<file path="src/design/rcpa_pkg.sv">
// ----------------------------------------------------------------------------
// rcpa_pkg: shared definitions for the RC channel parameter adjuster
// Constants, configuration bundle, divider request/response and helpers.
// ----------------------------------------------------------------------------
package rcpa_pkg;

  // Shared divider geometry: 28-bit magnitude dividend, 17-bit divisor.
  localparam int DIV_W = 28;
  localparam int DSR_W = 17;
  localparam int CNT_W = $clog2(DIV_W);

  localparam logic [31:0] DEAD_TIME_MS   = 32'd500;
  localparam logic [31:0] SETTLE_MS      = 32'd100;
  localparam logic [11:0] MOVE_THRESHOLD = 12'd2;
  localparam logic [11:0] MIN_MARGIN     = 12'd5;

  // Configuration register indexes
  localparam logic [2:0] REG_STEP_SIZE      = 3'd0;
  localparam logic [2:0] REG_RANGE_ONE_LOW  = 3'd1;
  localparam logic [2:0] REG_RANGE_ONE_HIGH = 3'd2;
  localparam logic [2:0] REG_RANGE_TWO_LOW  = 3'd3;
  localparam logic [2:0] REG_RANGE_TWO_HIGH = 3'd4;
  localparam logic [2:0] REG_VALUE_MIN      = 3'd5;
  localparam logic [2:0] REG_VALUE_MAX      = 3'd6;

  // Reset values
  localparam logic [7:0]  RST_STEP_SIZE      = 8'd0;
  localparam logic [11:0] RST_RANGE_ONE_LOW  = 12'd900;
  localparam logic [11:0] RST_RANGE_ONE_HIGH = 12'd1300;
  localparam logic [11:0] RST_RANGE_TWO_LOW  = 12'd1700;
  localparam logic [11:0] RST_RANGE_TWO_HIGH = 12'd2100;
  localparam logic [15:0] RST_VALUE_MIN      = 16'd0;
  localparam logic [15:0] RST_VALUE_MAX      = 16'd0;

  typedef struct packed {
    logic [7:0]  step_size;
    logic [11:0] range_one_low;
    logic [11:0] range_one_high;
    logic [11:0] range_two_low;
    logic [11:0] range_two_high;
    logic [15:0] value_min;
    logic [15:0] value_max;
  } cfg_t;

  typedef struct packed {
    logic             start;
    logic [DIV_W-1:0] dividend;
    logic [DSR_W-1:0] divisor;
  } div_req_t;

  typedef struct packed {
    logic             busy;
    logic             done;
    logic [DIV_W-1:0] quotient;
  } div_rsp_t;

  // Wrapping time compare: true when now lies before mark.
  function automatic logic time_before(input logic [31:0] now, input logic [31:0] mark);
    logic [31:0] d;
    d = now - mark;
    return d[31];
  endfunction

endpackage

</file>
<file path="src/design/rc_channel_param_adjuster_unit.sv">
// ----------------------------------------------------------------------------
// rc_channel_param_adjuster_unit: RC channel driven parameter adjuster
// Holds the configuration registers and wraps the sequencer core.
// ----------------------------------------------------------------------------
//
//   channel | direction | handshake            | payload
//   --------+-----------+----------------------+----------------------------------
//   input   | in        | in_valid / in_stall  | now_ms, channel_value,
//           |           |                      | current_param, enabled, signal_ok
//   output  | out       | out_valid / out_stall| changed, new_value
//   config  | in        | cfg_valid / cfg_ready| cfg_index, cfg_data
//
// An item is taken only when the core is idle. Disabled, dead-time, settling
// and stepped items, and continuous items with an empty range or span, do not
// use the divider. A continuous item outside the margin makes one divider
// pass; a mapped one makes two passes of the shared 28-step restoring divider
// (margin, then the mapping quotient).
// Reset (rst, synchronous) clears the stored value, timers, last channel and
// loads the register defaults. A stalled result holds in the output register;
// the core waits in its done step until the register frees, then goes idle.
// ----------------------------------------------------------------------------
module rc_channel_param_adjuster_unit
  import rcpa_pkg::*;
(
  input  logic               clk,
  input  logic               rst,
  // configuration write
  input  logic               cfg_valid,
  output logic               cfg_ready,
  input  logic [2:0]         cfg_index,
  input  logic [15:0]        cfg_data,
  // input items
  input  logic               in_valid,
  output logic               in_stall,
  input  logic [31:0]        now_ms,
  input  logic [11:0]        channel_value,
  input  logic signed [15:0] current_param,
  input  logic               enabled,
  input  logic               signal_ok,
  // result items
  output logic               out_valid,
  input  logic               out_stall,
  output logic               changed,
  output logic signed [15:0] new_value
);

  cfg_t cfg;

  // Writes land at once, but only while the core is idle.
  assign cfg_ready = !in_stall;

  always_ff @(posedge clk) begin
    if (rst) begin
      cfg.step_size      <= RST_STEP_SIZE;
      cfg.range_one_low  <= RST_RANGE_ONE_LOW;
      cfg.range_one_high <= RST_RANGE_ONE_HIGH;
      cfg.range_two_low  <= RST_RANGE_TWO_LOW;
      cfg.range_two_high <= RST_RANGE_TWO_HIGH;
      cfg.value_min      <= RST_VALUE_MIN;
      cfg.value_max      <= RST_VALUE_MAX;
    end else if (cfg_valid && cfg_ready) begin
      // truncate the write data to each register's width; drop unknown indexes
      unique case (cfg_index)
        REG_STEP_SIZE:      cfg.step_size      <= cfg_data[7:0];
        REG_RANGE_ONE_LOW:  cfg.range_one_low  <= cfg_data[11:0];
        REG_RANGE_ONE_HIGH: cfg.range_one_high <= cfg_data[11:0];
        REG_RANGE_TWO_LOW:  cfg.range_two_low  <= cfg_data[11:0];
        REG_RANGE_TWO_HIGH: cfg.range_two_high <= cfg_data[11:0];
        REG_VALUE_MIN:      cfg.value_min      <= cfg_data;
        REG_VALUE_MAX:      cfg.value_max      <= cfg_data;
        default: begin
        end
      endcase
    end
  end

  rcpa_core u_core (
    .clk           (clk),
    .rst           (rst),
    .cfg           (cfg),
    .in_valid      (in_valid),
    .in_stall      (in_stall),
    .now_ms        (now_ms),
    .channel_value (channel_value),
    .current_param (current_param),
    .enabled       (enabled),
    .signal_ok     (signal_ok),
    .out_valid     (out_valid),
    .out_stall     (out_stall),
    .changed       (changed),
    .new_value     (new_value)
  );

endmodule

</file>
<file path="src/design/rcpa_div.sv">
// ----------------------------------------------------------------------------
// rcpa_div: shared restoring divider
// One quotient bit per cycle; quotient valid with a single-cycle done pulse.
// ----------------------------------------------------------------------------
module rcpa_div
  import rcpa_pkg::*;
(
  input  logic     clk,
  input  logic     rst,
  input  div_req_t req,
  output div_rsp_t rsp
);

  logic             busy;
  logic             done;
  logic [CNT_W-1:0] count;
  logic [DIV_W-1:0] dq;       // dividend shifts out, quotient shifts in
  logic [DSR_W-1:0] rem;
  logic [DSR_W-1:0] divisor;
  logic [DSR_W:0]   trial;
  logic             fits;

  assign trial = {rem, dq[DIV_W-1]};
  assign fits  = trial >= {1'b0, divisor};

  always_ff @(posedge clk) begin
    if (rst) begin
      busy <= 1'b0;
      done <= 1'b0;
    end else begin
      done <= 1'b0;
      if (req.start) begin
        busy <= 1'b1;
      end else if (busy && count == CNT_W'(DIV_W - 1)) begin
        busy <= 1'b0;
        done <= 1'b1;
      end
    end
  end

  always_ff @(posedge clk) begin
    if (req.start) begin
      count   <= '0;
      dq      <= req.dividend;
      rem     <= '0;
      divisor <= req.divisor;
    end else if (busy) begin
      count <= count + CNT_W'(1);
      if (fits) begin
        rem <= DSR_W'(trial - {1'b0, divisor});
      end else begin
        rem <= trial[DSR_W-1:0];
      end
      dq <= {dq[DIV_W-2:0], fits};
    end
  end

  assign rsp.busy     = busy;
  assign rsp.done     = done;
  assign rsp.quotient = dq;

endmodule

</file>
<file path="src/design/rcpa_core.sv">
// ----------------------------------------------------------------------------
// rcpa_core: adjuster sequencer and state
// Decides per item, drives the shared divider, clamps and holds the result.
// ----------------------------------------------------------------------------
module rcpa_core
  import rcpa_pkg::*;
(
  input  logic               clk,
  input  logic               rst,
  input  cfg_t               cfg,
  input  logic               in_valid,
  output logic               in_stall,
  input  logic [31:0]        now_ms,
  input  logic [11:0]        channel_value,
  input  logic signed [15:0] current_param,
  input  logic               enabled,
  input  logic               signal_ok,
  output logic               out_valid,
  input  logic               out_stall,
  output logic               changed,
  output logic signed [15:0] new_value
);

  typedef enum logic [3:0] {
    S_IDLE,
    S_EVAL,
    S_MARGIN,
    S_MUL,
    S_QSTART,
    S_QDIV,
    S_CLAMP,
    S_DONE
  } state_t;

  state_t             state;
  logic [31:0]        now_q;
  logic [11:0]        ch_q;
  logic signed [15:0] cur_q;
  logic               en_q;
  logic               sig_q;

  logic signed [15:0] stored_value;
  logic [31:0]        dead_until;
  logic [31:0]        trigger_at;
  logic [11:0]        last_channel;
  logic signed [31:0] cand;
  logic               res_chg;
  logic               num_neg;
  logic [DIV_W-1:0]   num_abs;

  div_req_t div_req;
  div_rsp_t div_rsp;

  logic               accept;
  logic               out_free;
  logic [11:0]        ch_diff;
  logic               moved;
  logic               in_r1;
  logic               in_r2;
  logic               rw_pos;
  logic               vw_pos;
  logic [11:0]        rw;
  logic [15:0]        vw;
  logic signed [15:0] vmin;
  logic signed [15:0] vmax;
  logic signed [31:0] vmin32;
  logic signed [31:0] vmax32;
  logic signed [31:0] cur32;
  logic signed [31:0] step32;
  logic [11:0]        q12;
  logic [11:0]        margin;
  logic               in_window;
  logic signed [12:0] offset;
  logic signed [29:0] prod;
  logic signed [29:0] num;
  logic signed [31:0] q32;
  logic signed [31:0] mapped;
  logic signed [15:0] clamped;

  assign accept   = in_valid && !in_stall;
  assign in_stall = rst || (state != S_IDLE);
  assign out_free = !out_valid || !out_stall;

  assign ch_diff = (ch_q >= last_channel) ? ch_q - last_channel : last_channel - ch_q;
  assign moved   = ch_diff > MOVE_THRESHOLD;
  assign in_r1   = (ch_q >= cfg.range_one_low) && (ch_q < cfg.range_one_high);
  assign in_r2   = (ch_q >= cfg.range_two_low) && (ch_q < cfg.range_two_high);

  assign vmin   = $signed(cfg.value_min);
  assign vmax   = $signed(cfg.value_max);
  assign vmin32 = 32'(vmin);
  assign vmax32 = 32'(vmax);
  assign rw_pos = cfg.range_one_high > cfg.range_one_low;
  assign vw_pos = vmax > vmin;
  assign rw     = cfg.range_one_high - cfg.range_one_low;
  assign vw     = cfg.value_max - cfg.value_min;

  assign cur32  = 32'(cur_q);
  assign step32 = $signed({24'b0, cfg.step_size});

  // Margin is max(5, width / (2 * span)); window check without negatives.
  assign q12       = div_rsp.quotient[11:0];
  assign margin    = (q12 < MIN_MARGIN) ? MIN_MARGIN : q12;
  assign in_window = ({1'b0, ch_q} + {1'b0, margin} > {1'b0, cfg.range_one_low}) &&
                     ({1'b0, ch_q} < {1'b0, cfg.range_one_high} + {1'b0, margin});

  assign offset = $signed({1'b0, ch_q}) - $signed({1'b0, cfg.range_one_low});
  assign prod   = offset * $signed({1'b0, vw});
  assign num    = prod + $signed({19'b0, rw[11:1]});

  assign q32    = $signed({{(32-DIV_W){1'b0}}, div_rsp.quotient});
  assign mapped = vmin32 + (num_neg ? -q32 : q32);

  always_comb begin
    if (cand < vmin32) begin
      clamped = vmin;
    end else if (cand > vmax32) begin
      clamped = vmax;
    end else begin
      clamped = cand[15:0];
    end
  end

  always_comb begin
    div_req.start    = 1'b0;
    div_req.dividend = num_abs;
    div_req.divisor  = {1'b0, rw, 4'b0} >> 4;
    unique case (state)
      S_EVAL: begin
        div_req.start    = en_q && sig_q && !time_before(now_q, dead_until) &&
                           cfg.step_size == 8'd0 && rw_pos && vw_pos;
        div_req.dividend = DIV_W'(rw);
        div_req.divisor  = {vw, 1'b0};
      end
      S_QSTART: begin
        div_req.start = 1'b1;
      end
      default: begin
      end
    endcase
  end

  rcpa_div u_div (
    .clk (clk),
    .rst (rst),
    .req (div_req),
    .rsp (div_rsp)
  );

  always_ff @(posedge clk) begin
    if (rst) begin
      state        <= S_IDLE;
      stored_value <= '0;
      dead_until   <= '0;
      trigger_at   <= '0;
      last_channel <= '0;
      res_chg      <= 1'b0;
      out_valid    <= 1'b0;
    end else begin
      if (out_valid && !out_stall && state != S_DONE) begin
        out_valid <= 1'b0;
      end
      unique case (state)
        S_IDLE: begin
          if (accept) begin
            now_q   <= now_ms;
            ch_q    <= channel_value;
            cur_q   <= current_param;
            en_q    <= enabled;
            sig_q   <= signal_ok;
            res_chg <= 1'b0;
            state   <= S_EVAL;
          end
        end
        S_EVAL: begin
          priority if (!(en_q && sig_q) || time_before(now_q, dead_until)) begin
            state <= S_DONE;
          end else if (cfg.step_size != 8'd0) begin
            priority if (moved) begin
              trigger_at   <= now_q + SETTLE_MS;
              last_channel <= ch_q;
              state        <= S_DONE;
            end else if (time_before(now_q, trigger_at)) begin
              state <= S_DONE;
            end else if (in_r1) begin
              cand  <= cur32 - step32;
              state <= S_CLAMP;
            end else if (in_r2) begin
              cand  <= cur32 + step32;
              state <= S_CLAMP;
            end else begin
              state <= S_DONE;
            end
          end else if (rw_pos && vw_pos) begin
            state <= S_MARGIN;
          end else begin
            cand  <= 32'(stored_value);
            state <= S_CLAMP;
          end
        end
        S_MARGIN: begin
          if (div_rsp.done) begin
            if (in_window) begin
              state <= S_MUL;
            end else begin
              cand  <= 32'(stored_value);
              state <= S_CLAMP;
            end
          end
        end
        S_MUL: begin
          num_neg <= num[29];
          num_abs <= num[29] ? DIV_W'(-num) : DIV_W'(num);
          state   <= S_QSTART;
        end
        S_QSTART: begin
          state <= S_QDIV;
        end
        S_QDIV: begin
          if (div_rsp.done) begin
            cand  <= mapped;
            state <= S_CLAMP;
          end
        end
        S_CLAMP: begin
          if (clamped != stored_value) begin
            stored_value <= clamped;
            dead_until   <= now_q + DEAD_TIME_MS;
            res_chg      <= 1'b1;
          end
          state <= S_DONE;
        end
        S_DONE: begin
          if (out_free) begin
            out_valid <= 1'b1;
            changed   <= res_chg;
            new_value <= stored_value;
            state     <= S_IDLE;
          end
        end
        default: begin
          state <= S_IDLE;
        end
      endcase
    end
  end

`ifndef NO_ASSERTIONS
  a_out_from_done: assert property (@(posedge clk) disable iff (rst)
    $rose(out_valid) |-> $past(state) == S_DONE)
    else $error("result presented without passing the done state");

  a_stored_in_clamp: assert property (@(posedge clk) disable iff (rst)
    !$past(rst) && !$stable(stored_value) |-> $past(state) == S_CLAMP)
    else $error("stored value changed outside the clamp step");

  a_dead_time: assert property (@(posedge clk) disable iff (rst)
    !$past(rst) && !$stable(stored_value) |-> dead_until == $past(now_q) + DEAD_TIME_MS)
    else $error("dead time not restarted on change");

  a_div_owner: assert property (@(posedge clk) disable iff (rst)
    div_rsp.busy |-> state == S_MARGIN || state == S_QDIV)
    else $error("divider busy outside a divide step");
`endif

endmodule
</file>
<file path="config.mk">
export PLATFORM = sky130hd
export DESIGN_NAME = rc_channel_param_adjuster_unit
export DESIGN_NICKNAME = d
export VERILOG_FILES = /design/src/design/rcpa_pkg.sv /design/src/design/rc_channel_param_adjuster_unit.sv /design/src/design/rcpa_div.sv /design/src/design/rcpa_core.sv
export SDC_FILE = /design/constraint.sdc
export NUM_CORES = 2
export LEC_CHECK = 0
export ABC_AREA = 0
export BUFFER_PORTS_ARGS = -buffer_cell sky130_fd_sc_hd__buf_2
export CORE_ASPECT_RATIO = 2
export CORE_MARGIN = 2
export CORE_UTILIZATION = 50
export CTS_CLUSTER_DIAMETER = 200
export CTS_CLUSTER_SIZE = 30
export DETAILED_ROUTE_END_ITERATION = 10
export PLACE_DENSITY = 0.66
export SLEW_MARGIN = 20
export SYNTH_ARGS = -nofsm -noshare
export SYNTH_HDL_FRONTEND = slang
export SYNTH_SLANG_ARGS = --single-unit
</file>
<file path="constraint.sdc">
create_clock -name clk -period 12.06 [get_ports clk]
set_input_delay 2.412 -clock clk [delete_from_list [all_inputs] [get_ports clk]]
set_output_delay 2.412 -clock clk [all_outputs]
set_load 0.01 [all_outputs]
</file>
# Word level (Yosys, flattened, before mapping)
# Cells that the tools add are included.
[op_classes] mux=44 reduce_logical=47 n_mul=1 bitwise_logic=2 addsub=19 order_cmp=14 eq_ne=27
[op_table] op="32-bit two-way mux" count=11
[op_table] op="32-bit one-hot mux with 3 select lines" count=1
[op_table] op="28-bit two-way mux" count=3
[op_table] op="32-bit subtractor" count=2
[op_table] op="45-bit two-way mux" count=1
[op_table] op="12-bit >= comparator" count=3
[op_table] op="4-bit two-way mux" count=9
[op_table] op="12-bit subtractor" count=3
[op_table] op="16-bit by 32-bit adder with 32-bit output" count=1
[op_table] op="32-bit by 7-bit adder with 32-bit output (second input constant)" count=1
[op_table] op="32-bit by 9-bit adder with 32-bit output (second input constant)" count=1
[op_table] op="32-bit by 16-bit > comparator with 1-bit output" count=1
[op_table] op="32-bit by 16-bit < comparator with 1-bit output" count=1
[op_table] op="16-bit two-way mux" count=2
[op_table] op="28-bit negator with 32-bit output" count=1
[op_table] op="4-bit one-hot mux with 8 select lines" count=1
[op_table] op="30-bit by 12-bit adder with 30-bit output" count=1
[op_table] op="13-bit by 17-bit multiplier with 30-bit output" count=1
[op_table] op="28-bit negator" count=1
[op_table] op="12-bit by 12-bit adder with 13-bit output" count=2
[op_table] op="12-bit < comparator" count=2
[op_table] op="12-bit two-way mux" count=2
[op_table] op="18-bit by 17-bit >= comparator with 1-bit output" count=1
[op_table] op="2-bit AND reduction" count=9
[op_table] op="other kinds (45)" count=93
[word_totals] out_inout_bits=20 word_cells=186 input_bits=86 reg_bits=395

# Depth between registers and ports, before layout
[depth] word_depth=9 mapped_depth=41 depth_no_buf=39

# Modules after synthesis
# Synthesis repeated with hierarchy kept, for this count alone.
[hier_totals] cells_unflattened=4092 area_unflattened_um2=36547.6
[by_module_without_submodules] module="rcpa_core" cells_per_inst=3424 seq_area_each_um2=6145.9 instances=1 area_per_inst_um2=29390.7
[by_module_without_submodules] module="rcpa_div" cells_per_inst=322 seq_area_each_um2=1831.8 instances=1 area_per_inst_um2=3647.2
[by_module_without_submodules] module="rc_channel_param_adjuster_unit" cells_per_inst=346 seq_area_each_um2=1761.7 instances=1 area_per_inst_um2=3509.6

# Worst setup path after synthesis
# Ideal clock, no wire load.
[synth_timing] path_kind="register to register" startpoint="register cfg[16] (netlist name)" endpoint="register u_core.num_abs[26], data pin" synth_period_minus_slack_ns=9.133 setup_ns=0.261 stages_incl_launch_ff=37 arrival_ns=8.872 slack_ns=2.927 cell_sequence="dfxtp_1 > ha_1 > inv_1 > fa_1 > a21o_1 > a21oi_1 > o21ai_0 > a21oi_1 > o21ai_0 > a21oi_1 > o21bai_1 > a21oi_1 > xor2_1 > nor2_1 > fa_1 > inv_1 > fa_1 > inv_1 > fa_1 > fa_1 > fa_1 > inv_1 > fa_1 > inv_1 > ha_1 > o211a_1 > and3_1 > o21ai_0 > a21oi_1 > nand2b_1 > mux2_2 > o22ai_1 > nand2_1 > or3_1 > nor2_1 > a41oi_1 > xnor2_1"
[synth_between] elab_chain_cells=5
[synth_rtl] element="16-bit subtractor *" line_no="rcpa_core.sv:96" text="assign vw = cfg.value_max - cfg.value_min;"
[synth_rtl] element="13-bit by 17-bit multiplier with 30-bit output *" line_no="rcpa_core.sv:108" text="assign prod = offset * $signed({1'b0, vw});"
[synth_rtl] element="30-bit by 12-bit adder with 30-bit output *" line_no="rcpa_core.sv:109" text="assign num = prod + $signed({19'b0, rw[11:1]});"
[synth_rtl] element="28-bit negator" line_no="rcpa_core.sv:213" text="num_abs <= num[29] ? DIV_W'(-num) : DIV_W'(num);"
[synth_rtl] element="28-bit two-way mux *" line_no="rcpa_core.sv:213"
[synth_rtl] element="end signal, assigned" line_no="rcpa_core.sv:213"
[synth_rtl] element="end, declared" line_no="rcpa_core.sv:49" text="logic [DIV_W-1:0] num_abs;"
# Mark *: on every way between the ends. The rest lies on a longest branch, timed or not.
# A chain may end at the register's enable or synchronous reset.

# Final worst setup path
[layout_timing] startpoint="register cfg[16] (netlist name)" endpoint="register u_core.num_abs[11], data pin"
[layout_between] elab_chain_cells=5
[layout_rtl] element="16-bit subtractor *" line_no="rcpa_core.sv:96"
[layout_rtl] element="13-bit by 17-bit multiplier with 30-bit output *" line_no="rcpa_core.sv:108"
[layout_rtl] element="30-bit by 12-bit adder with 30-bit output *" line_no="rcpa_core.sv:109"
[layout_rtl] element="28-bit negator" line_no="rcpa_core.sv:213"
[layout_rtl] element="28-bit two-way mux *" line_no="rcpa_core.sv:213"
# Marks and branches as above.

==> flow_metrics.env <==
export IMPL_wl_met2_mm=47.4
export IMPL_path_class="flop to flop"
export IMPL_ios=106
export IMPL_endpoint_kind="flop"
export IMPL_clk_root_buffer_cell="clkbuf_16"
export IMPL_synth_edf_count=185
export IMPL_top_layer_used="met4"
export IMPL_drtIter0Drc=1865
export IMPL_netlist_area_um2=35400
export IMPL_period_share=0.856
export IMPL_status="complete, no violations"
export IMPL_grtUsageTotal=0.275
export IMPL_grt_pass1_vias=28535
export IMPL_wirelength_met1_mm=42.7
export IMPL_syn_area_per_cell_um2=8.68
export IMPL_cts_sinks=394
export IMPL_synthCells=4076
export IMPL_power_per_cell_area_nw_per_um2=264
export IMPL_vias=28730
export IMPL_route_met3_wl_mm=5.66
export IMPL_antenna_found_initial=0
export IMPL_finalHoldViolCount=0
export IMPL_synth_area_leaders="edfxtp_1 (16%), ha_1 (16%), dfxtp_1 (12%)"
export IMPL_synthSimpleGateAreaFrac=0.154
export IMPL_yosys_top_cells_count="inv_1 (473), ha_1 (443), nor2_1 (410)"
export IMPL_holdWs_ns=0.445
export IMPL_min_period_ns=10.32
export IMPL_crit_top_cell="fa_1"
export IMPL_pre_cts_ws_ns=1.86
export IMPL_clock_skew_final_ns=0.0447
export IMPL_synthFlopType="dfxtp_1"
export IMPL_cp_start_kind="flop"
export IMPL_max_slew_margin=0.263
export IMPL_grt_start_max_net_pins=86
export IMPL_postCtsSetupBuffers=0
export IMPL_diodes=0
export IMPL_setup_viol=0
export IMPL_crit_start="cfg[16]"
export IMPL_place_inst=4992
export IMPL_drive_gt1_frac=0.0537
export IMPL_coreArea_um2=70400
export IMPL_synthMuxAreaShare=0.0220
export IMPL_htreeDepth=1
export IMPL_crit_cells=38
export IMPL_detail_route_antenna_nets=0
export IMPL_rows=138
export IMPL_wl_per_cell_um=20.0
export IMPL_cp_data_required_time_ns=12.38
export IMPL_hold_path_class="flop to flop"
export IMPL_clk_latency_ns=0.59
export IMPL_ys_ff_latch=394
export IMPL_async_flop_share=0
export IMPL_die_h_um=380
export IMPL_grt_pass1_wl_mm=157
export IMPL_cts_resized=0
export IMPL_synth_top_family_by_area="adder cells"
export IMPL_die_area_um2=73100
export IMPL_ctsHoldBuffers=0
export IMPL_critPathMaxFanout=17
export IMPL_dpl_hpwl_mm=79.2
export IMPL_setup_tns_ns=0
export IMPL_cts_tree="built"
export IMPL_area_delta_synth_final_pct=5.68
export IMPL_cp_endpoint="u_core.num_abs[11]"
export IMPL_synth_top_area_share=0.157
export IMPL_synth_top_area_cell="edfxtp_1"
export IMPL_cp_slowest_stage_delay_ns=0.58
export IMPL_maxSlewViolCount=0
export IMPL_fin_util=0.531
export IMPL_r2r_cells=38
export IMPL_power_total_mw=9.87
export IMPL_layout_setup_ws_ns=1.74
export IMPL_gr_total_overflow=0
export IMPL_post_synth_top_count_cell="inv_1"
export IMPL_syn_nets=4776
export IMPL_drv_cap=0
export IMPL_critPathTopFamily="adder cells"
export IMPL_final_area_um2=37400
export IMPL_seq_area_frac_synth=0.275
export IMPL_clkTransAtPathRegs_ns=0.14
export IMPL_synth_adder_area_share=0.253
export IMPL_critical_path_slowest_cell="xor2_1"
export IMPL_chipWidth_um=192
export IMPL_r2r_start="cfg[16]"
export IMPL_arrival_ns=10.64
export IMPL_cts_made_buffers=17
export IMPL_synth_xor_area_share=0.0693
export IMPL_power_leakage_nw=16.0
export IMPL_nets=4801
export IMPL_via_per_inst=5.72
export IMPL_irDropWorstVdd_uv=567
export IMPL_synth_distinct_cells=82
export IMPL_rsz0062_at_grt="false"
export IMPL_place_gp_congestion=0.983
export IMPL_cts_buffer_depth=3
export IMPL_r2r_slack_ns=1.74
export IMPL_placed_area_um2=36900
export IMPL_place_port_buffers=105
export IMPL_final_cell_count_no_fill=5022
export IMPL_synth_compound_area_share=0.159
export IMPL_drcViolationCount=0
export IMPL_crit_buf_inv=7
export IMPL_drtPass1Iterations=6
export IMPL_max_freq_ghz=0.0969
export IMPL_wirelength_mm=100
export IMPL_r2r_end="u_core.num_abs[11]"
export IMPL_fill_cells=6664
export IMPL_worst_slew_pin_slew_ns=1.10
export IMPL_yosys_warnings=0
export IMPL_start_util=0.502
[registers in the layout, summed over array words and instances, names as in the netlist, 16 cells and up]
register / count
u_core.cand: 32
u_core.now_q: 32
u_core.num_abs: 28
u_core.u_div.dq: 28
u_core.dead_until: 32
cfg: 88
u_core.trigger_at: 32
u_core.stored_value: 16
u_core.cur_q: 16
u_core.new_value: 16
u_core.u_div.rem: 17
u_core.u_div.divisor: 17
[per-layer routing]
layer  up-vias  track usage
li1      14017            -
met1     13754        0.358
met2       783        0.462
met3       176       0.0321
met4         0        0.112
met5         -            0
[power breakdown]
group | switching, mW | total (mW) | internal [mW]
registers | 0.168 | 1.94 | 1.77
logic | 4.25 | 7.20 | 2.95
clock network | 0.457 | 0.735 | 0.278
[final cells by class]
cell class              count  area, um^2  area share
multi-input cells        3064       23400       0.625
flip-flops and latches    394        9740       0.260
inverters                 473        1780      0.0475
well taps                 910        1140      0.0304
repair buffers            151         877      0.0235
clock buffers              28         467      0.0125
clock inverters             2        38.8     0.00104
[kinds of logic after synthesis]
kind of cell,after synthesis
fa+ha+maj,614
xor+xnor,279
compound gates,886
simple gates,1208
flops,394
mux,77
buf+inv,618
[worst min-delay path by stage]
stage | start | end | slack (ns) | depth (start not counted)
2_1_floorplan | u_core.stored_value[14] | u_core.new_value[14] | 0.41 | 0
3_3_place_gp | u_core.res_chg | u_core.changed | 0.43 | 0
3_5_place_dp | u_core.res_chg | u_core.changed | 0.42 | 0
4_1_cts | u_core.res_chg | u_core.changed | 0.45 | 0
5_1_grt | cfg[71] | cfg[71] | 0.48 | 2
6_report | u_core.res_chg | u_core.changed | 0.45 | 0
[cell usage in the layout, fill, tap and decap left out, types with 13 or more instances in the layout]
cell type  count
nand2b_1      57
a211o_1       22
nand4_1       48
xor2_1        98
mux2i_1       73
fa_1         171
a21o_1        88
a211oi_1      91
o21a_1        30
nor2b_1       44
buf_4         46
nand2_1      404
a21oi_1      264
o21ai_0      190
o31ai_1       13
a21boi_0      18
buf_2        104
ha_1         443
or3_1         22
inv_1        473
and2_1        18
o21bai_1      19
a31oi_1       26
nor4_1        17
o211ai_1      17
xnor2_1      180
edfxtp_1     185
nand3_1       74
nor3_1        48
dfxtp_1      209
nor2_1       409
clkbuf_16     17
or2_2         17
Power figures use the tool's default switching activity.
